<file path="src/rtl/mkd_pkg.sv">
// shared types and codes of the multi-key debouncer
package mkd_pkg;

   localparam int unsigned OPCODE_W = 3;
   localparam int unsigned LEVELS_W = 8;
   localparam int unsigned KEY_W    = 3;
   localparam int unsigned COUNT_W  = 8;
   localparam int unsigned CSR_AW   = 3;
   localparam int unsigned CSR_DW   = 32;

   localparam logic [OPCODE_W-1:0] OP_TICK         = 3'd0;
   localparam logic [OPCODE_W-1:0] OP_INIT         = 3'd1;
   localparam logic [OPCODE_W-1:0] OP_TAKE_PRESS   = 3'd2;
   localparam logic [OPCODE_W-1:0] OP_TAKE_RELEASE = 3'd3;
   localparam logic [OPCODE_W-1:0] OP_QUERY        = 3'd4;

   localparam logic REG_DEBOUNCE_TICKS = 1'b0;
   localparam logic REG_ACTIVE_LEVELS  = 1'b1;

   localparam logic [COUNT_W-1:0]  DEBOUNCE_RESET = 8'd20;
   localparam logic [LEVELS_W-1:0] ACTIVE_RESET   = 8'd0;

   // per-lane command for one transaction
   typedef struct packed {
      logic tick;
      logic init;
      logic take_press;
      logic take_release;
   } lane_cmd_type;

   // what a lane reports to the merge stage
   typedef struct packed {
      logic pressed;
      logic pressed_next;
      logic press_latch;
      logic release_latch;
   } lane_status_type;

   // which answer the merge stage picks
   typedef struct packed {
      logic take_press;
      logic take_release;
      logic query;
   } answer_sel_type;

endpackage

</file>
<file path="src/rtl/mkd_ifs.sv">
// valid/ready channel interfaces of the multi-key debouncer

interface mkd_req_if;
   logic                          valid;
   logic                          ready;
   logic [mkd_pkg::OPCODE_W-1:0]  opcode;
   logic [mkd_pkg::LEVELS_W-1:0]  raw_levels;
   logic [mkd_pkg::KEY_W-1:0]     key_index;

   modport source (output valid, output opcode, output raw_levels, output key_index,
                   input ready);
   modport sink   (input valid, input opcode, input raw_levels, input key_index,
                   output ready);
endinterface

interface mkd_rsp_if;
   logic                          valid;
   logic                          ready;
   logic                          answer;
   logic [mkd_pkg::LEVELS_W-1:0]  pressed_flags;

   modport source (output valid, output answer, output pressed_flags, input ready);
   modport sink   (input valid, input answer, input pressed_flags, output ready);
endinterface

</file>
<file path="src/rtl/multi_key_debouncer_events.sv">
// top level of the multi-key debouncer with latched press and release events
//
// usage: transactions arrive on req_chan (opcode, raw_levels, key_index) and
// each produces exactly one transaction on rsp_chan (answer, pressed_flags).
// opcodes: tick feeds raw pin levels to every key, init loads them as stable
// and clears counters and events, take press / take release return and clear
// the addressed key's event latch, query returns its pressed flag.
// the response is registered and presented in the cycle after the request is accepted.
// throughput: one transaction per cycle while rsp_chan takes each response; the lanes
// and the merge stage sit between the request handshake and a single response register.
// stall: while rsp_chan is held off the response register keeps its contents
// and req_chan.ready drops; it rises again in the cycle the response is taken.
// reset (synchronous, active high) clears all key state and event latches,
// empties the response register and restores debounce_ticks to 20 and
// active_levels to 0.
// csr: debounce_ticks at byte address 0, active_levels at byte address 4,
// written in the access phase of an apb-style write; pready is always high.
module multi_key_debouncer_events #(
   parameter int unsigned NUM_KEYS = 8
) (
   input  logic                              clock,
   input  logic                              reset,
   mkd_req_if.sink                           req_chan,
   mkd_rsp_if.source                         rsp_chan,
   input  logic                              csr_psel,
   input  logic                              csr_penable,
   input  logic                              csr_pwrite,
   input  logic [mkd_pkg::CSR_AW-1:0]        csr_paddr,
   input  logic [mkd_pkg::CSR_DW-1:0]        csr_pwdata,
   output logic [mkd_pkg::CSR_DW-1:0]        csr_prdata,
   output logic                              csr_pready
);

   localparam int unsigned IDX_W = $clog2(NUM_KEYS + 1) + mkd_pkg::KEY_W;

   // configuration registers
   logic [mkd_pkg::COUNT_W-1:0]   debounce_ff, debounce_in;
   logic [mkd_pkg::LEVELS_W-1:0]  active_ff, active_in;

   // response register
   logic                          rsp_valid_ff, rsp_valid_in;
   logic                          answer_ff, answer_in;
   logic [mkd_pkg::LEVELS_W-1:0]  flags_ff, flags_in;

   logic                          accept;
   logic                          csr_write;
   logic                          is_tick, is_init, is_take_press, is_take_release, is_query;
   mkd_pkg::answer_sel_type                  sel;
   mkd_pkg::lane_status_type [NUM_KEYS-1:0]  status;
   logic                          merge_answer;
   logic [mkd_pkg::LEVELS_W-1:0]  merge_flags;

   // --- configuration port ---
   assign csr_pready = 1'b1;
   assign csr_write  = csr_psel & csr_penable & csr_pwrite;

   always_comb begin
      debounce_in = debounce_ff;
      active_in   = active_ff;
      if (csr_write) begin
         unique case (csr_paddr[2])
            mkd_pkg::REG_DEBOUNCE_TICKS: debounce_in = csr_pwdata[mkd_pkg::COUNT_W-1:0];
            mkd_pkg::REG_ACTIVE_LEVELS:  active_in   = csr_pwdata[mkd_pkg::LEVELS_W-1:0];
            default: ;
         endcase
      end
   end

   always_comb begin
      unique case (csr_paddr[2])
         mkd_pkg::REG_DEBOUNCE_TICKS:
            csr_prdata = {{(mkd_pkg::CSR_DW - mkd_pkg::COUNT_W){1'b0}}, debounce_ff};
         mkd_pkg::REG_ACTIVE_LEVELS:
            csr_prdata = {{(mkd_pkg::CSR_DW - mkd_pkg::LEVELS_W){1'b0}}, active_ff};
         default:
            csr_prdata = '0;
      endcase
   end

   // --- request handshake: take a new transaction whenever the response slot frees ---
   assign req_chan.ready = ~rsp_valid_ff | rsp_chan.ready;
   assign accept         = req_chan.valid & req_chan.ready;

   // opcode decode; unused opcodes select nothing and answer zero
   always_comb begin
      is_tick         = 1'b0;
      is_init         = 1'b0;
      is_take_press   = 1'b0;
      is_take_release = 1'b0;
      is_query        = 1'b0;
      unique case (req_chan.opcode)
         mkd_pkg::OP_TICK:         is_tick         = 1'b1;
         mkd_pkg::OP_INIT:         is_init         = 1'b1;
         mkd_pkg::OP_TAKE_PRESS:   is_take_press   = 1'b1;
         mkd_pkg::OP_TAKE_RELEASE: is_take_release = 1'b1;
         mkd_pkg::OP_QUERY:        is_query        = 1'b1;
         default: ;
      endcase
   end

   assign sel.take_press   = is_take_press;
   assign sel.take_release = is_take_release;
   assign sel.query        = is_query;

   // --- one lane per key ---
   for (genvar g = 0; g < NUM_KEYS; g++) begin : g_lane
      mkd_pkg::lane_cmd_type cmd;
      logic                  raw_bit;
      logic                  active_bit;
      logic                  addressed;

      // a key index at or above NUM_KEYS matches no lane, so it changes nothing
      assign addressed = ({{(IDX_W - mkd_pkg::KEY_W){1'b0}}, req_chan.key_index}
                          == IDX_W'(g));

      assign cmd.tick         = accept & is_tick;
      assign cmd.init         = accept & is_init;
      assign cmd.take_press   = accept & is_take_press & addressed;
      assign cmd.take_release = accept & is_take_release & addressed;

      // keys beyond the eighth see level zero on the pin and as active level
      if (g < mkd_pkg::LEVELS_W) begin : g_pin
         assign raw_bit    = req_chan.raw_levels[g];
         assign active_bit = active_ff[g];
      end else begin : g_nopin
         assign raw_bit    = 1'b0;
         assign active_bit = 1'b0;
      end

      mkd_key_lane u_lane (
         .clock          (clock),
         .reset          (reset),
         .cmd            (cmd),
         .pin_level      (raw_bit),
         .press_level    (active_bit),
         .debounce_ticks (debounce_ff),
         .status         (status[g])
      );
   end

   // --- merge of the lane results ---
   mkd_merge #(
      .NUM_KEYS (NUM_KEYS)
   ) u_merge (
      .status        (status),
      .sel           (sel),
      .key_index     (req_chan.key_index),
      .answer        (merge_answer),
      .pressed_flags (merge_flags)
   );

   // --- response register ---
   always_comb begin
      rsp_valid_in = rsp_valid_ff;
      answer_in    = answer_ff;
      flags_in     = flags_ff;
      if (accept) begin
         rsp_valid_in = 1'b1;
         answer_in    = merge_answer;
         flags_in     = merge_flags;
      end else if (rsp_chan.ready) begin
         rsp_valid_in = 1'b0;
      end
   end

   always_ff @(posedge clock) begin
      if (reset) begin
         rsp_valid_ff <= 1'b0;
         debounce_ff  <= mkd_pkg::DEBOUNCE_RESET;
         active_ff    <= mkd_pkg::ACTIVE_RESET;
      end else begin
         rsp_valid_ff <= rsp_valid_in;
         debounce_ff  <= debounce_in;
         active_ff    <= active_in;
      end
   end

   // payload needs no reset
   always_ff @(posedge clock) begin
      answer_ff <= answer_in;
      flags_ff  <= flags_in;
   end

   assign rsp_chan.valid         = rsp_valid_ff;
   assign rsp_chan.answer        = answer_ff;
   assign rsp_chan.pressed_flags = flags_ff;

endmodule

</file>
<file path="src/rtl/mkd_key_lane.sv">
// debounce lane for one key: settle counter, stable level, pressed flag, event latches
module mkd_key_lane (
   input  logic                          clock,
   input  logic                          reset,
   input  mkd_pkg::lane_cmd_type         cmd,
   input  logic                          pin_level,
   input  logic                          press_level,
   input  logic [mkd_pkg::COUNT_W-1:0]   debounce_ticks,
   output mkd_pkg::lane_status_type      status
);

   logic                          last_ff, last_in;
   logic                          stable_ff, stable_in;
   logic [mkd_pkg::COUNT_W-1:0]   count_ff, count_in;
   logic                          pressed_ff, pressed_in;
   logic                          press_ff, press_in;
   logic                          release_ff, release_in;

   always_comb begin
      last_in    = last_ff;
      stable_in  = stable_ff;
      count_in   = count_ff;
      pressed_in = pressed_ff;
      press_in   = press_ff;
      release_in = release_ff;
      if (cmd.tick) begin
         if (pin_level != last_ff) begin
            last_in  = pin_level;
            count_in = '0;
         end else if (count_ff < debounce_ticks) begin
            count_in = count_ff + 1'b1;
         end else if (pin_level != stable_ff) begin
            stable_in  = pin_level;
            pressed_in = (pin_level == press_level);
            if (pin_level == press_level) begin
               press_in = 1'b1;
            end else begin
               release_in = 1'b1;
            end
         end
      end else if (cmd.init) begin
         last_in    = pin_level;
         stable_in  = pin_level;
         count_in   = '0;
         pressed_in = (pin_level == press_level);
         press_in   = 1'b0;
         release_in = 1'b0;
      end else begin
         if (cmd.take_press) begin
            press_in = 1'b0;
         end
         if (cmd.take_release) begin
            release_in = 1'b0;
         end
      end
   end

   always_ff @(posedge clock) begin
      if (reset) begin
         last_ff    <= 1'b0;
         stable_ff  <= 1'b0;
         count_ff   <= '0;
         pressed_ff <= 1'b0;
         press_ff   <= 1'b0;
         release_ff <= 1'b0;
      end else begin
         last_ff    <= last_in;
         stable_ff  <= stable_in;
         count_ff   <= count_in;
         pressed_ff <= pressed_in;
         press_ff   <= press_in;
         release_ff <= release_in;
      end
   end

   assign status.pressed       = pressed_ff;
   assign status.pressed_next  = pressed_in;
   assign status.press_latch   = press_ff;
   assign status.release_latch = release_ff;

endmodule

</file>
<file path="src/rtl/mkd_merge.sv">
// merge stage: picks the addressed key's answer and gathers the pressed flags
module mkd_merge #(
   parameter int unsigned NUM_KEYS = 8
) (
   input  mkd_pkg::lane_status_type [NUM_KEYS-1:0] status,
   input  mkd_pkg::answer_sel_type                 sel,
   input  logic [mkd_pkg::KEY_W-1:0]               key_index,
   output logic                                    answer,
   output logic [mkd_pkg::LEVELS_W-1:0]            pressed_flags
);

   localparam int unsigned IDX_W = $clog2(NUM_KEYS + 1) + mkd_pkg::KEY_W;

   always_comb begin
      answer = 1'b0;
      for (int i = 0; i < NUM_KEYS; i++) begin
         if ({{(IDX_W - mkd_pkg::KEY_W){1'b0}}, key_index} == IDX_W'(i)) begin
            answer = (sel.take_press   & status[i].press_latch)
                   | (sel.take_release & status[i].release_latch)
                   | (sel.query        & status[i].pressed);
         end
      end
   end

   // keys beyond the eighth never show up in the flags
   for (genvar g = 0; g < mkd_pkg::LEVELS_W; g++) begin : g_flags
      if (g < NUM_KEYS) begin : g_used
         assign pressed_flags[g] = status[g].pressed_next;
      end else begin : g_unused
         assign pressed_flags[g] = 1'b0;
      end
   end

endmodule
</file>
<file path="src/flat_wrapper.sv">
// flat-port wrapper written by rule: the top's interface ports become plain ports
module multi_key_debouncer_events_flat 
#(
   parameter int unsigned NUM_KEYS = 8
)
  (clock, reset, csr_psel, csr_penable, csr_pwrite, csr_paddr, csr_pwdata, csr_prdata, csr_pready, req_chan_valid, req_chan_opcode, req_chan_raw_levels, req_chan_key_index, req_chan_ready, rsp_chan_valid, rsp_chan_answer, rsp_chan_pressed_flags, rsp_chan_ready);
  mkd_req_if req_chan_i ();
  mkd_rsp_if rsp_chan_i ();
  input  logic clock;
  input  logic reset;
  input  logic csr_psel;
  input  logic csr_penable;
  input  logic csr_pwrite;
  input  logic [mkd_pkg::CSR_AW-1:0] csr_paddr;
  input  logic [mkd_pkg::CSR_DW-1:0] csr_pwdata;
  output logic [mkd_pkg::CSR_DW-1:0] csr_prdata;
  output logic csr_pready;
  input wire logic [$bits(req_chan_i.valid)-1:0] req_chan_valid;
  input wire logic [$bits(req_chan_i.opcode)-1:0] req_chan_opcode;
  input wire logic [$bits(req_chan_i.raw_levels)-1:0] req_chan_raw_levels;
  input wire logic [$bits(req_chan_i.key_index)-1:0] req_chan_key_index;
  output wire logic [$bits(req_chan_i.ready)-1:0] req_chan_ready;
  output wire logic [$bits(rsp_chan_i.valid)-1:0] rsp_chan_valid;
  output wire logic [$bits(rsp_chan_i.answer)-1:0] rsp_chan_answer;
  output wire logic [$bits(rsp_chan_i.pressed_flags)-1:0] rsp_chan_pressed_flags;
  input wire logic [$bits(rsp_chan_i.ready)-1:0] rsp_chan_ready;
  assign req_chan_i.valid = req_chan_valid;
  assign req_chan_i.opcode = req_chan_opcode;
  assign req_chan_i.raw_levels = req_chan_raw_levels;
  assign req_chan_i.key_index = req_chan_key_index;
  assign req_chan_ready = req_chan_i.ready;
  assign rsp_chan_valid = rsp_chan_i.valid;
  assign rsp_chan_answer = rsp_chan_i.answer;
  assign rsp_chan_pressed_flags = rsp_chan_i.pressed_flags;
  assign rsp_chan_i.ready = rsp_chan_ready;
  multi_key_debouncer_events #(.NUM_KEYS(NUM_KEYS)) u_core (.clock(clock), .reset(reset), .req_chan(req_chan_i), .rsp_chan(rsp_chan_i), .csr_psel(csr_psel), .csr_penable(csr_penable), .csr_pwrite(csr_pwrite), .csr_paddr(csr_paddr), .csr_pwdata(csr_pwdata), .csr_prdata(csr_prdata), .csr_pready(csr_pready));
endmodule
</file>
<file path="config.mk">
export PLATFORM = sky130hd
export DESIGN_NAME = multi_key_debouncer_events_flat
export DESIGN_NICKNAME = d
export VERILOG_FILES = /design/src/rtl/mkd_pkg.sv /design/src/rtl/mkd_ifs.sv /design/src/rtl/multi_key_debouncer_events.sv /design/src/rtl/mkd_key_lane.sv /design/src/rtl/mkd_merge.sv /design/src/flat_wrapper.sv
export SDC_FILE = /design/constraint.sdc
export NUM_CORES = 1
export LEC_CHECK = 0
export BUFFER_PORTS_ARGS = -buffer_cell sky130_fd_sc_hd__clkbuf_2
export CAP_MARGIN = 20
export CORE_ASPECT_RATIO = 1.2
export CORE_MARGIN = 10
export CORE_UTILIZATION = 60
export DETAILED_ROUTE_END_ITERATION = 8
export GPL_TIMING_DRIVEN = 0
export MAX_ROUTING_LAYER = met4
export PLACE_DENSITY = 0.81
export SYNTH_ARGS = -nofsm -noshare
export SYNTH_HDL_FRONTEND = slang
export SYNTH_SLANG_ARGS = --single-unit
export TNS_END_PERCENT = 20
</file>
<file path="constraint.sdc">
create_clock -name clock -period 2.4 [get_ports clock]
set_input_delay 0.12 -clock clock [delete_from_list [all_inputs] [get_ports clock]]
set_output_delay 0.12 -clock clock [all_outputs]
set_load 0.05 [all_outputs]
</file>
Word level (Yosys, flattened, before mapping)
Cells that the tools add are included. Widths: inputs -> output; s select.

Add/sub/neg operators: 8. $lt $le $gt $ge: 8. Equality and inequality tests: 91. Multiplexer cells: 249. Bitwise operators: 66. Reduce and logical (&&, ||, !) cells: 62.

Operators by type and width (count): $mux 1 (223); $mux 8 (25); $ne 2x2->1 const B (48); $reduce_and 5->1 (16); $add 8x1->8 const B (8); $lt 8x8->1 (8); $pmux 32 s2 (1); $reduce_bool 3->1 (16); $and 1x1->1 (47); $reduce_and 2->1 (18); $reduce_and 4->1 (8); $ne 3x3->1 const B (8); $or 1x1->1 (17); $ne 1x1->1 (16); $eq 3x3->1 const B (5); $eq 3x2->1 const B (4); $eq 1x1->1 (8); $eq 3x1->1 const B (2); $logic_not 3->1 (2); $reduce_bool 2->1 (2); $not 1->1 (2).

Register bits after elaboration: 130. Input bits: 56. Logic and storage cells: 537.

Logic depth before layout (Yosys ltp)
Gate-level depths: netlist of run 1.

Depth in word-level cells: 13. Mapped depth: 9. Gate-level depth less buffers: 8.

Hierarchy
A second synthesis of run 1 with hierarchy kept.

Cell total of the unflattened synthesis: 1104. Area, all modules: 9882.0 µm².

By module, submodules not included: mkd_key_lane (times used 8, cells an instance 115, area an instance 1023.5 µm², sequential area each 260.2 µm²); multi_key_debouncer_events (times used 1, cells an instance 149, area an instance 1433.9 µm², sequential area each 610.6 µm²); mkd_merge (times used 1, cells an instance 35, area an instance 260.2 µm², sequential area each 0.0 µm²).

Least setup slack after synthesis of run 1
Ideal clock, no wire load.

Kind: register -> register. Start point: register u_core.debounce_ff[7] (netlist bit). End point: register u_core.flags_ff (netlist bit u_core.rsp_chan.pressed_flags[0]) (data pin). Library setup time: 0.260 ns. Arrival time: 1.917 ns. Path slack: 0.223 ns. Cell stages (with the launch flop): 9. Buffers on the path: 0. Cell sequence: dfxtp_1 inv_1 ha_1 a211o_1 a21o_1 a21oi_1 nor2_1 a21oi_1 mux2_2.

Longest elaborated chain between the ends: 4.

Ends and longest elaborated chain: start: declaration (line multi_key_debouncer_events.sv:37) `logic [mkd_pkg::COUNT_W-1:0] debounce_ff, debounce_in;`; start signal: assignment (line multi_key_debouncer_events.sv:169) `debounce_ff <= mkd_pkg::DEBOUNCE_RESET;`; start signal: assignment (line multi_key_debouncer_events.sv:173) `debounce_ff <= debounce_in;`; $lt 8x8->1 (line mkd_key_lane.sv:30) `end else if (count_ff < debounce_ticks) begin`; $mux 1 (line mkd_key_lane.sv:30); $mux 1 (line mkd_key_lane.sv:27) `if (pin_level != last_ff) begin`; $mux 1 (line mkd_key_lane.sv:26) `if (cmd.tick) begin`; net u_core.g_lane[0].u_lane.pressed_in (line mkd_key_lane.sv:15) `logic pressed_ff, pressed_in;`; end signal: assignment (line multi_key_debouncer_events.sv:181) `flags_ff <= flags_in;`; end: declaration (line multi_key_debouncer_events.sv:43) `logic [mkd_pkg::LEVELS_W-1:0] flags_ff, flags_in;`.

The timed path passes the listed nets, and every way through them passes these cells. A chain may end at the register's enable or synchronous reset.

Worst setup path in the final report of run 1
Start point: register u_core.debounce_ff[4] (netlist bit). End point: register u_core.g_lane[6].u_lane.pressed_ff.

Longest elaborated chain between the ends: 4.

Ends and longest elaborated chain: $lt 8x8->1 (line mkd_key_lane.sv:30); $mux 1 (line mkd_key_lane.sv:30); $mux 1 (line mkd_key_lane.sv:27); $mux 1 (line mkd_key_lane.sv:26); net u_core.g_lane[6].u_lane.pressed_in (line mkd_key_lane.sv:15); end signal: assignment (line mkd_key_lane.sv:70) `pressed_ff <= pressed_in;`; end: declaration (line mkd_key_lane.sv:15).

The timed path passes the listed nets, and every way through them passes these cells.

==> results of run 1 <==
==> layout make-up <==
class / instances / area, sq um
multi-input combinational: 863 / 5760
fill: 1101 / 4010
sequential: 130 / 2700
clock buffer: 21 / 472
timing repair buffer: 65 / 449
buffer: 68 / 389
tap: 175 / 219
inverter: 37 / 165
clock inverter: 11 / 133
==> registers in the layout, summed over array words and instances, names as in the netlist <==
register                         flops
u_core.g_lane.u_lane.count_ff       64
u_core.active_ff                     8
u_core.debounce_ff                   8
u_core.g_lane.u_lane.last_ff         8
u_core.g_lane.u_lane.press_ff        8
u_core.g_lane.u_lane.pressed_ff      8
u_core.g_lane.u_lane.release_ff      8
u_core.g_lane.u_lane.stable_ff       8
u_core.rsp_chan.pressed_flags        8
u_core.rsp_chan.answer               1
u_core.rsp_chan.valid                1
==> worst min-delay path, stage by stage <==
cell and delay (ps):
sky130_fd_sc_hd__buf_2 160, sky130_fd_sc_hd__nand2_1 70, sky130_fd_sc_hd__a21oi_1 50
==> kinds of logic after synthesis <==
| group | count (synthesis) | synth area share (%) |
|---|---|---|
| buffers and inverters | 105 | 6.07 |
| flip-flops | 130 | 31.0 |
| AND/OR/NAND/NOR | 374 | 20.7 |
| XOR/XNOR | 33 | 3.32 |
| multiplexers | 23 | 2.79 |
| adder cells (fa/ha/maj) | 64 | 9.21 |
| AO/OA/AOI/OAI | 344 | 26.8 |
| other | 2 | 0.0864 |
==> per-stage QoR <==
stage	utilization (%)	setup WS (ps)	TNS [ps]	instances
after CTS	70.7	-23.5	-29.7	1365
final	71.9	-11.1	-12.9	1370
after detailed placement	64.2	-465	-4960	1309
after global placement	64.2	-456	-3680	1309
after floorplan	-	223	0	1098
after global routing	71.9	-94.2	-467	1370
==> worst min path at each step <==
| stage | start | end | cells past startpoint |
|---|---|---|---|
| 4_1_cts | req_chan_raw_levels[5] | u_core.g_lane[5].u_lane.last_ff$_SDFFE_PP0P_ | 3 |
| 2_1_floorplan | req_chan_raw_levels[2] | u_core.g_lane[2].u_lane.last_ff$_SDFFE_PP0P_ | 2 |
| 6_report | req_chan_raw_levels[5] | u_core.g_lane[5].u_lane.last_ff$_SDFFE_PP0P_ | 3 |
| 3_3_place_gp | csr_pwdata[5] | u_core.active_ff[5]$_SDFFE_PP0P_ | 3 |
| 3_5_place_dp | csr_pwdata[5] | u_core.active_ff[5]$_SDFFE_PP0P_ | 3 |
| 5_1_grt | req_chan_raw_levels[4] | u_core.g_lane[4].u_lane.last_ff$_SDFFE_PP0P_ | 3 |
==> power groups by stage <==
stage                     Combinational, mW  Clock (mW)  Sequential [mW]
after floorplan                       0.425           0             2.31
after global placement                0.601           0             2.28
after detailed placement              0.606           0             2.28
after CTS                             0.640        2.71             2.24
after global routing                  0.717        2.81             2.24
final                                 0.676        2.72             2.24
==> routing by layer <==
metal	up-vias	wire length (um)
li1	4108	-
met1	4083	11400
met2	420	12100
met3	68	2520
met4	0	722
met5	-	0
==> placed cells by master (no fill, tap or decap), types with 10 or more instances in the layout <==
cell and count:
sky130_fd_sc_hd__buf_4 43, sky130_fd_sc_hd__a22oi_1 10, sky130_fd_sc_hd__o211ai_1 10, sky130_fd_sc_hd__o21ai_0 47, sky130_fd_sc_hd__mux2i_1 13, sky130_fd_sc_hd__or2_2 19
sky130_fd_sc_hd__nand3_1 44, sky130_fd_sc_hd__dfxtp_1 118, sky130_fd_sc_hd__nand2_1 124, sky130_fd_sc_hd__and3_1 16, sky130_fd_sc_hd__inv_1 29, sky130_fd_sc_hd__conb_1 25
sky130_fd_sc_hd__a211oi_1 10, sky130_fd_sc_hd__nand2b_1 30, sky130_fd_sc_hd__ha_1 62, sky130_fd_sc_hd__nor2b_1 17, sky130_fd_sc_hd__a41oi_1 17, sky130_fd_sc_hd__a21oi_1 83
sky130_fd_sc_hd__a31oi_1 12, sky130_fd_sc_hd__clkbuf_16 18, sky130_fd_sc_hd__o2bb2ai_1 19, sky130_fd_sc_hd__buf_2 17, sky130_fd_sc_hd__a21o_1 42, sky130_fd_sc_hd__clkbuf_2 36
sky130_fd_sc_hd__o21a_1 10, sky130_fd_sc_hd__nor2_1 69, sky130_fd_sc_hd__nor3_1 12, sky130_fd_sc_hd__mux2_2 10, sky130_fd_sc_hd__clkbuf_1 21, sky130_fd_sc_hd__xnor2_1 25
==> timing repair <==
action	CTS	global route
resized for setup	24	40
hold buffers	9	0
endpoints found under the setup margin	62	68
pin swaps	3	6
buffers inserted	15	5
endpoints found under the hold margin	17	0
==> flow_results.org, run 1 <==
** Critical path
- The setup check on the worst reg-to-reg path leaves a slack of -10 ps.
- The critical path is of the flop to flop type.
- At the worst endpoint, the required time is between 2000 and 3000 ps.
- The critical path starts at u_core.debounce_ff[4]$_SDFFE_PP1P_.
- Setup crit end :: u_core.g_lane[6].u_lane.pressed_ff$_SDFF_PP0_
- Critical Path Stages :: 9
- In this run the critical register-to-register path is launched from u_core.debounce_ff[4]$_SDFFE_PP1P_.
- CP cell instances :: clkinvlp_4 > buf_4 > ha_1 > a21oi_2 > nor2b_1 > a211oi_2 > nor2_2 > o32a_1 > and2_1
- In this run the critical register-to-register path is captured at u_core.g_lane[6].u_lane.pressed_ff$_SDFF_PP0_.
- Grouping stages by cell kind, the critical path spends the most delay in compound AO/OA/AOI/OAI gates.
- STA classifies the critical path endpoint as a flop.
- Worst Path Buf+Inv :: 2
- On the worst path, the slowest cell contributes a delay of between 400 and 500 ps.
- The largest individual stage delay along the critical path comes from the cell sky130_fd_sc_hd__o32a_1.
- Data arrival time of the worst path :: 2730 ps
- STA classifies the critical path startpoint as a flop.
- In this run the worst path has a maximum fanout of 6.
- Worst reg2reg path depth :: 9

** Clock network
- Counting along the longest clock path gives a buffer depth of 2.
- Clock tree synthesis found a total of 130 sinks.
- CTS H-Tree Depth :: 4
- Number of buffers created by CTS :: 17
- Clock insertion delay at the later pin of the skew report :: 440 ps
- Clock tree from TritonCTS :: yes
- After clock tree synthesis, the clock-pin slew on the worst setup and hold paths is 60 ps.
- Root Buffer :: sky130_fd_sc_hd__clkbuf_16

** STA
- The worst pin sits at a relative slew slack of between 30% and 40%.
- On the final layout, the worst clock skew is 11.4 ps.
- In the finished design, the share of the clock period the worst path needs comes to 100%.
- Post-layout min period :: 2410 ps
- Endpoints failing hold :: 0
- Setup repair after global routing could not meet its margin everywhere.
- Setup violators final :: 2
- The number of max-slew violations in the final report was 0.
- Setup slack on the critical path of the routed design comes to -11.1 ps.
- Across all hold checks on the routed design, the worst slack comes to 10.3 ps.
- Highest clock rate :: 415 MHz
- At the pin with the least slew margin, the transition time is 1010 ps.

** Final layout
- At the end of the flow, the number of nets in the layout was roughly 1300.
- Proportion of layout cells with a drive suffix above 1 :: 18.2%
- Area growth from synthesis to final layout :: 18.2%
- Diodes inserted :: 0
- Final Cell Area :: 10300 sq um

** Floorplanning
- The die covers 19700 sq um.
- For this configuration, the core starts out at a cell density of 60.8%.
- Horizontal die dimension :: 130 um
- I/O pin count :: 100
- In this run the vertical extent of the chip is between 150 and 200 um.
- Floorplan core area :: around 14000 sq um
- Core Rows :: 48

** Pwr
- Fraction of power consumed by the clock network :: 48.3%
- Total design power :: 5.64 mW
- For this design the total switching power over the nets is 1.52 mW.
- Worst ir drop on vdd :: 0.536 mV
- Reported leakage power :: between 4 and 5 nW
- Fraction of power spent switching nets :: 27.0%
- Combinational cell fraction of total power :: 12.0%
- Of the total power, registers draw 39.7%.
- Dividing total power by cell area gives a power density of 548 nW/um^2.
- The internal portion of the total power is 4.11 mW.

** Routing
- The first TritonRoute pass finished after 5 iterations.
- Routed via count divided by cell count :: about 6.3
- First-iteration detailed-routing DRC count :: 956
- The routed layout has 8679 vias.
- Detailed-route wire length :: 26700 um
- In the routed design, unresolved DRC markers number 0.
- Routed WL per cell :: 19.5 um
- Count of nets left with antenna violations after detail routing :: 0

** Global routing
- Wire length of the first global-routing pass :: just over 40000 um
- For met2 alone, demand over resource in global routing was 40.4%.
- Global-route track usage on met1 :: 34.2%
- Via count of the first global-routing pass :: 8177
- Initial antenna violation count :: 0
- Gr busiest metal :: met2
- Entering global routing, the biggest net connects 17 pins.
- Global routing used 5.22% of the available met3 tracks.
- Aggregate global routing overflow :: 0
- Gr usage total :: 26.8%

** Synthesis
- Each instance of the synthesized netlist takes up on average 8.09 sq um.
- Cell type contributing the most total cell area after synthesis :: sky130_fd_sc_hd__dfxtp_1
- Async set-reset flop share out of synthesis :: 0%
- Yosys mapped the design onto 73 distinct sky130hd cell types.
- Top flip-flop cell by instance count after synthesis :: sky130_fd_sc_hd__dfxtp_1
- After synthesis, the largest area contributor takes up 27.9% of total cell area.
- Top area cells in the synthesized netlist :: sky130_fd_sc_hd__dfxtp_1 28%, sky130_fd_sc_hd__ha_1 9.2%, sky130_fd_sc_hd__nand2_1 5.4%
- Counting every instance in the synthesized netlist gives 1075.
- Yosys printed 0 warnings.
- Sequential element share of the synthesized area :: 31.0%
- The cell area that synthesis handed to floorplanning was 8700 sq um.
- After synthesis, the most frequently instantiated cells are 124 x sky130_fd_sc_hd__nand2_1, 121 x sky130_fd_sc_hd__dfxtp_1, 92 x sky130_fd_sc_hd__a21oi_1, 76 x sky130_fd_sc_hd__nor2_1, 64 x sky130_fd_sc_hd__ha_1.
- Most common cell in the synthesized netlist :: sky130_fd_sc_hd__nand2_1
- The synthesized design contains 9 enable-type register cells.
- Number of storage elements in the synthesis netlist :: 130

** Job
- Max-cap violations in this run came to 0.

** Place
- After detailed placement, the total cell area comes to about 9000 sq um.
- The congestion estimate from routability-driven global placement came to 1.03.
- Final HPWL from detailed placement :: 17700 um
- The count of buffers added on input and output ports is 36.

** Run status
- The run finished, with violations left.
- The final reports fail on negative setup slack.

** Hold path
- Classification of the worst-slack hold path :: input pin to flop
Power figures use the tool's default switching activity.
==> run 2: changes to the inputs <==
Settings changed: CORE_UTILIZATION 60 to 61, SYNTH_HIERARCHICAL set to 1.
==> run 2 against run 1 <==
Compared with the run above: the flow still finishes with violations (negative setup slack); wire length up 0.76%; clock skew down 3.3 ps; critical path depth up 2; sequential share of layout area down 3.5 points; global-route usage down 1.6 points; via count up 0.77%; largest power group unchanged; power up 1.6%; area after synthesis up 14%; critical endpoint is now u_core/rsp_chan.pressed_flags[5]$_DFFE_PP_; setup slack worse by 6.8 ps.
==> flow_results.org, run 2 <==
** Critical path
- The worst stage delay on the critical path came to 340 ps (-70 ps).
- Startpoint of the most critical setup path :: u_core/rsp_chan.valid$_SDFFE_PP0P_
- STA classifies the critical path endpoint as a flop.
- Setup crit end :: u_core/rsp_chan.pressed_flags[5]$_DFFE_PP_
- Launching point of the worst reg2reg path :: u_core/rsp_chan.valid$_SDFFE_PP0P_
- CP cell instances :: nand2b_1 > clkbuf_8 > nand2_4 > nor3b_4 > buf_8 > nor2_4 > a31o_2 > a21oi_4 > mux2_4 > buf_6 > buf_6
- Required @ worst endpoint :: 2580 ps (-140 ps)
- Highest fanout seen on the critical path :: 16 (+10)
- The worst-case reg-to-reg path depth is 11 (+2).
- Register-to-register setup slack :: -20 ps (about the same)
- Data arrival time of the worst path :: 2600 ps (-130 ps)
- STA classifies the critical path startpoint as a flop.
- The setup path with the least slack is of type flop to flop.
- Worst reg2reg endpoint :: u_core/rsp_chan.pressed_flags[5]$_DFFE_PP_
- In this design, the critical path's most frequently occurring cell is sky130_fd_sc_hd__buf_6.
- Slowest library cell on the worst path :: sky130_fd_sc_hd__dfxtp_4

** Clock network
- Number of buffers created by CTS :: 17 (unchanged)
- The clock sink count came to 130 (unchanged).
- TritonCTS built the clock tree.
- In this run the clock root is driven by a sky130_fd_sc_hd__clkbuf_16.
- The insertion delay to the later sink of the worst-skew pair came to 430 ps (about the same).
- The H-tree level count came to 4 (unchanged).
- The clock transition at the registers of the reported paths came to 60 ps (about the same).
- Max clock buf depth :: 2 (unchanged)

** Final layout
- Register area :: 2720 sq um (+0.97%)
- Area occupied by multi-input gates :: 6620 sq um (+15%)
- Number of flip-flops under the largest register name :: 64 (unchanged)
- The fraction of final layout cells with drive strength greater than 1 is 28.0% (+9.7 points).
- Final Cell Area :: 12000 sq um (+16%)
- Most frequent cells in the layout :: 113 x sky130_fd_sc_hd__dfxtp_1, 94 x sky130_fd_sc_hd__nand2_1, 82 x sky130_fd_sc_hd__buf_4
- The number of fill cells in the layout came to 1124 (+2.1%).
- Largest register by flop count :: u_core/g_lane.u_lane/count_ff
- The final core utilization came to 75.8% (+3.9 points).
- Diodes inserted :: 0 (unchanged)
- The count of nets after finishing was 1361 (+4.5%).
- Most common library cell in the layout ignoring fill and taps :: sky130_fd_sc_hd__dfxtp_1
- Area growth from synthesis to final layout :: 21.0%

** Synthesis
- The fraction of registers with async set or reset after synthesis is 0% (unchanged).
- The count of flip-flops with a built-in enable after synthesis was 9 (unchanged).
- The synthesized design spends more area on one cell type than any other, namely sky130_fd_sc_hd__dfxtp_1.
- By count the netlist is led by 121 x sky130_fd_sc_hd__dfxtp_1, 95 x sky130_fd_sc_hd__nand2_1, 82 x sky130_fd_sc_hd__nor2_1, 75 x sky130_fd_sc_hd__inv_1, 73 x sky130_fd_sc_hd__buf_4.
- The mean area per synthesized cell is 8.95 sq um (+11%).
- Post-synthesis cell type count :: 59 (-19%)
- The gate count of the mapped netlist came to 1104 (+2.7%).
- The post-synthesis register bit count is 130 (unchanged).
- For this run, the leading register cell type out of synthesis is sky130_fd_sc_hd__dfxtp_1.
- The Yosys warning count came to 6 (+6).
- Sequential element share of the synthesized area :: 27.2% (-3.7 points)
- Area fraction of the dominant cell type after synthesis :: 24.5% (-3.3 points)
- Top area cells in the synthesized netlist :: sky130_fd_sc_hd__dfxtp_1 25%, sky130_fd_sc_hd__ha_1 8.1%, sky130_fd_sc_hd__mux2i_1 6.3%
- Most common cell in the synthesized netlist :: sky130_fd_sc_hd__dfxtp_1
- The cell area after synthesis came to 9880 sq um (+14%).

** STA
- The post-route worst setup slack is -18.0 ps (-6.84 ps).
- Portion of the clock cycle consumed by the worst path in the final layout :: 101% (+0.29 points)
- The transition time of the tightest slew-check pin was 1080 ps (+70.1 ps).
- Worst slew slack as a fraction of its limit :: 27.9% (-4.4 points)
- RSZ-0062 raised after global routing :: yes
- The final hold violation count was 0 (unchanged).
- Setup violators final :: 5 (+3)
- The final critical delay including setup and external delays was 2420 ps (+6.84 ps).
- The worst clock skew came to 8.18 ps (-3.26 ps).
- The number of max-slew violations in the final report is 0 (unchanged).
- The highest achievable clock rate came to 414 MHz (-0.28%).
- The minimum hold slack came to 19.6 ps (+9.28 ps).

** Routing
- First-iteration detailed-routing DRC count :: 696 (-27%)
- Detailed-route wire length :: 26900 um (+0.76%)
- Drc violations :: 0 (unchanged)
- Routed WL per cell :: 18.4 um (-5.6%)
- The number of iterations in the first detailed-routing pass is 5 (unchanged).
- Vias :: 8746 (+0.77%)
- The post-detailed-route via-to-cell ratio is 5.98 (-5.6%).
- The antenna violation net count after detailed routing was 0 (unchanged).

** Place
- The final weighted congestion in routability-driven placement came to 0.903 (-12%).
- Quantity of I/O buffers inserted on ports :: 47 (+31%)
- Final HPWL from detailed placement :: 18100 um (+2.7%)
- Setup WS pre-CTS :: -542 ps (-77.3 ps)
- The placed instance area is 10700 sq um (+16%).

** Pwr
- The power density over cell area is 479 nW/um^2 (-13%).
- The combinational cell fraction of total power was 14.4% (+2.4 points).
- Reported leakage power :: 4.96 nW (+16%)
- Fraction of power spent switching nets :: 27.1% (+0.14 points)
- Worst ir drop on vdd :: 0.463 mV (-14%)
- Fraction of power consumed by the clock network :: 46.3% (-2.0 points)
- The relative contribution of sequential cells to total power was 39.3% (-0.4 points).
- Net switching power :: 1.55 mW (+2.2%)
- The design internal power came to 4.17 mW (+1.4%).

** Global routing
- The total grt overflow came to 0 (unchanged).
- Via count of the first global-routing pass :: 8819 (+7.9%)
- The global router's overall resource usage came to 25.3% (-1.6 points).
- The global-route wire length before repair is 44100 um (+6.9%).
- Initial antenna violation count :: 0 (unchanged)
- The pin count of the biggest net entering global routing was 42 (+25).

** Floorplanning
- The starting density of the core is 62.7% (+1.8 points).
- I/O pin count :: 100 (unchanged)
- Core Rows :: 50 (+4.2%)
- Floorplan core area :: 15800 sq um (+10%)
- The area of the die was 21700 sq um (+10%).
- The height of the die came to 159 um (+5.0%).
- The width of the die is 136 um (+4.8%).

** Run status
- Failing checks :: negative setup slack
- Outcome :: finished, violations left

** Hold path
- Classification of the worst-slack hold path :: input pin to flop

** Job
- The max capacitance violation total was 0 (unchanged).
==> run 2: cell type report <==
type | instances | area share (%)
multi-input combinational | 822 | 55.3
sequential | 130 | 22.8
buffer | 100 | 6.65
timing repair buffer | 95 | 5.65
clock buffer | 20 | 4.00
inverter | 75 | 2.35
tap | 208 | 2.18
clock inverter | 12 | 1.06
==> run 2: repair_timing <==
| action | CTS | global route |
|---|---|---|
| resized for setup | 41 | 18 |
| endpoints found under the setup margin | 112 | 24 |
| buffers inserted | 39 | 0 |
| endpoints found under the hold margin | 14 | 0 |
| pin swaps | 26 | 2 |
| hold buffers | 8 | 0 |
==> run 2: critical path: cells and delay by family (launching register included) <==
kind            cells  cell delay, ps
compound gates      2             400
buf+inv             4             590
flops               1             340
mux                 1             320
simple gates        4             500
==> run 2: cells by family (layout without fill, tap and decap cells) <==
family / count (synthesis) / count (layout) / synth area share, %
other: 2 / 25 / 0.0760
XOR/XNOR: 16 / 16 / 1.42
adder cells (fa/ha/maj): 64 / 64 / 8.10
flip-flops: 130 / 130 / 27.2
AND/OR/NAND/NOR: 419 / 419 / 23.0
multiplexers: 79 / 79 / 8.56
buffers and inverters: 175 / 302 / 9.81
AO/OA/AOI/OAI: 219 / 219 / 21.8
==> run 2: per-layer routing <==
metal,global-route usage (%),wire [um],vias up
met5,-,0,-
met4,13.1,1110,0
met3,4.73,1510,83
met2,40.3,13100,335
met1,29.4,11100,4141
li1,-,-,4187
==> run 2: per-stage QoR <==
step           cells  TNS [ps]  total power, mW
5_1_grt         1462      -436             5.91
3_3_place_gp    1382    -36650             3.04
6_report        1462     -62.1             5.73
4_1_cts         1462         0             5.73
2_1_floorplan   1127     -3940             2.87
3_5_place_dp    1383    -17800             3.05
==> run 2: how the worst min path moves through the flow <==
stage | from | cells after the start | slack (ps) | endpoint
detailed placement | csr_pwdata[7] | 3 | 360 | u_core/active_ff[7]$_SDFFE_PP0P_
CTS | req_chan_raw_levels[7] | 3 | 10 | u_core/g_lane[7].u_lane/stable_ff$_SDFFE_PP0P_
global route | req_chan_valid | 3 | 10 | u_core/rsp_chan.valid$_SDFFE_PP0P_
global placement | csr_pwdata[4] | 3 | 360 | u_core/active_ff[4]$_SDFFE_PP0P_
finish | req_chan_raw_levels[7] | 3 | 20 | u_core/g_lane[7].u_lane/stable_ff$_SDFFE_PP0P_
floorplan | req_chan_valid | 2 | 240 | u_core/rsp_chan.valid$_SDFFE_PP0P_
==> run 2: power groups by stage <==
stage                     clock, mW  sequential [mW]  combinational (mW)
after floorplan                   0             2.33               0.544
after global placement            0             2.30               0.734
after detailed placement          0             2.30               0.748
after CTS                      2.68             2.25               0.806
after global routing           2.78             2.25               0.877
final                          2.65             2.25               0.825
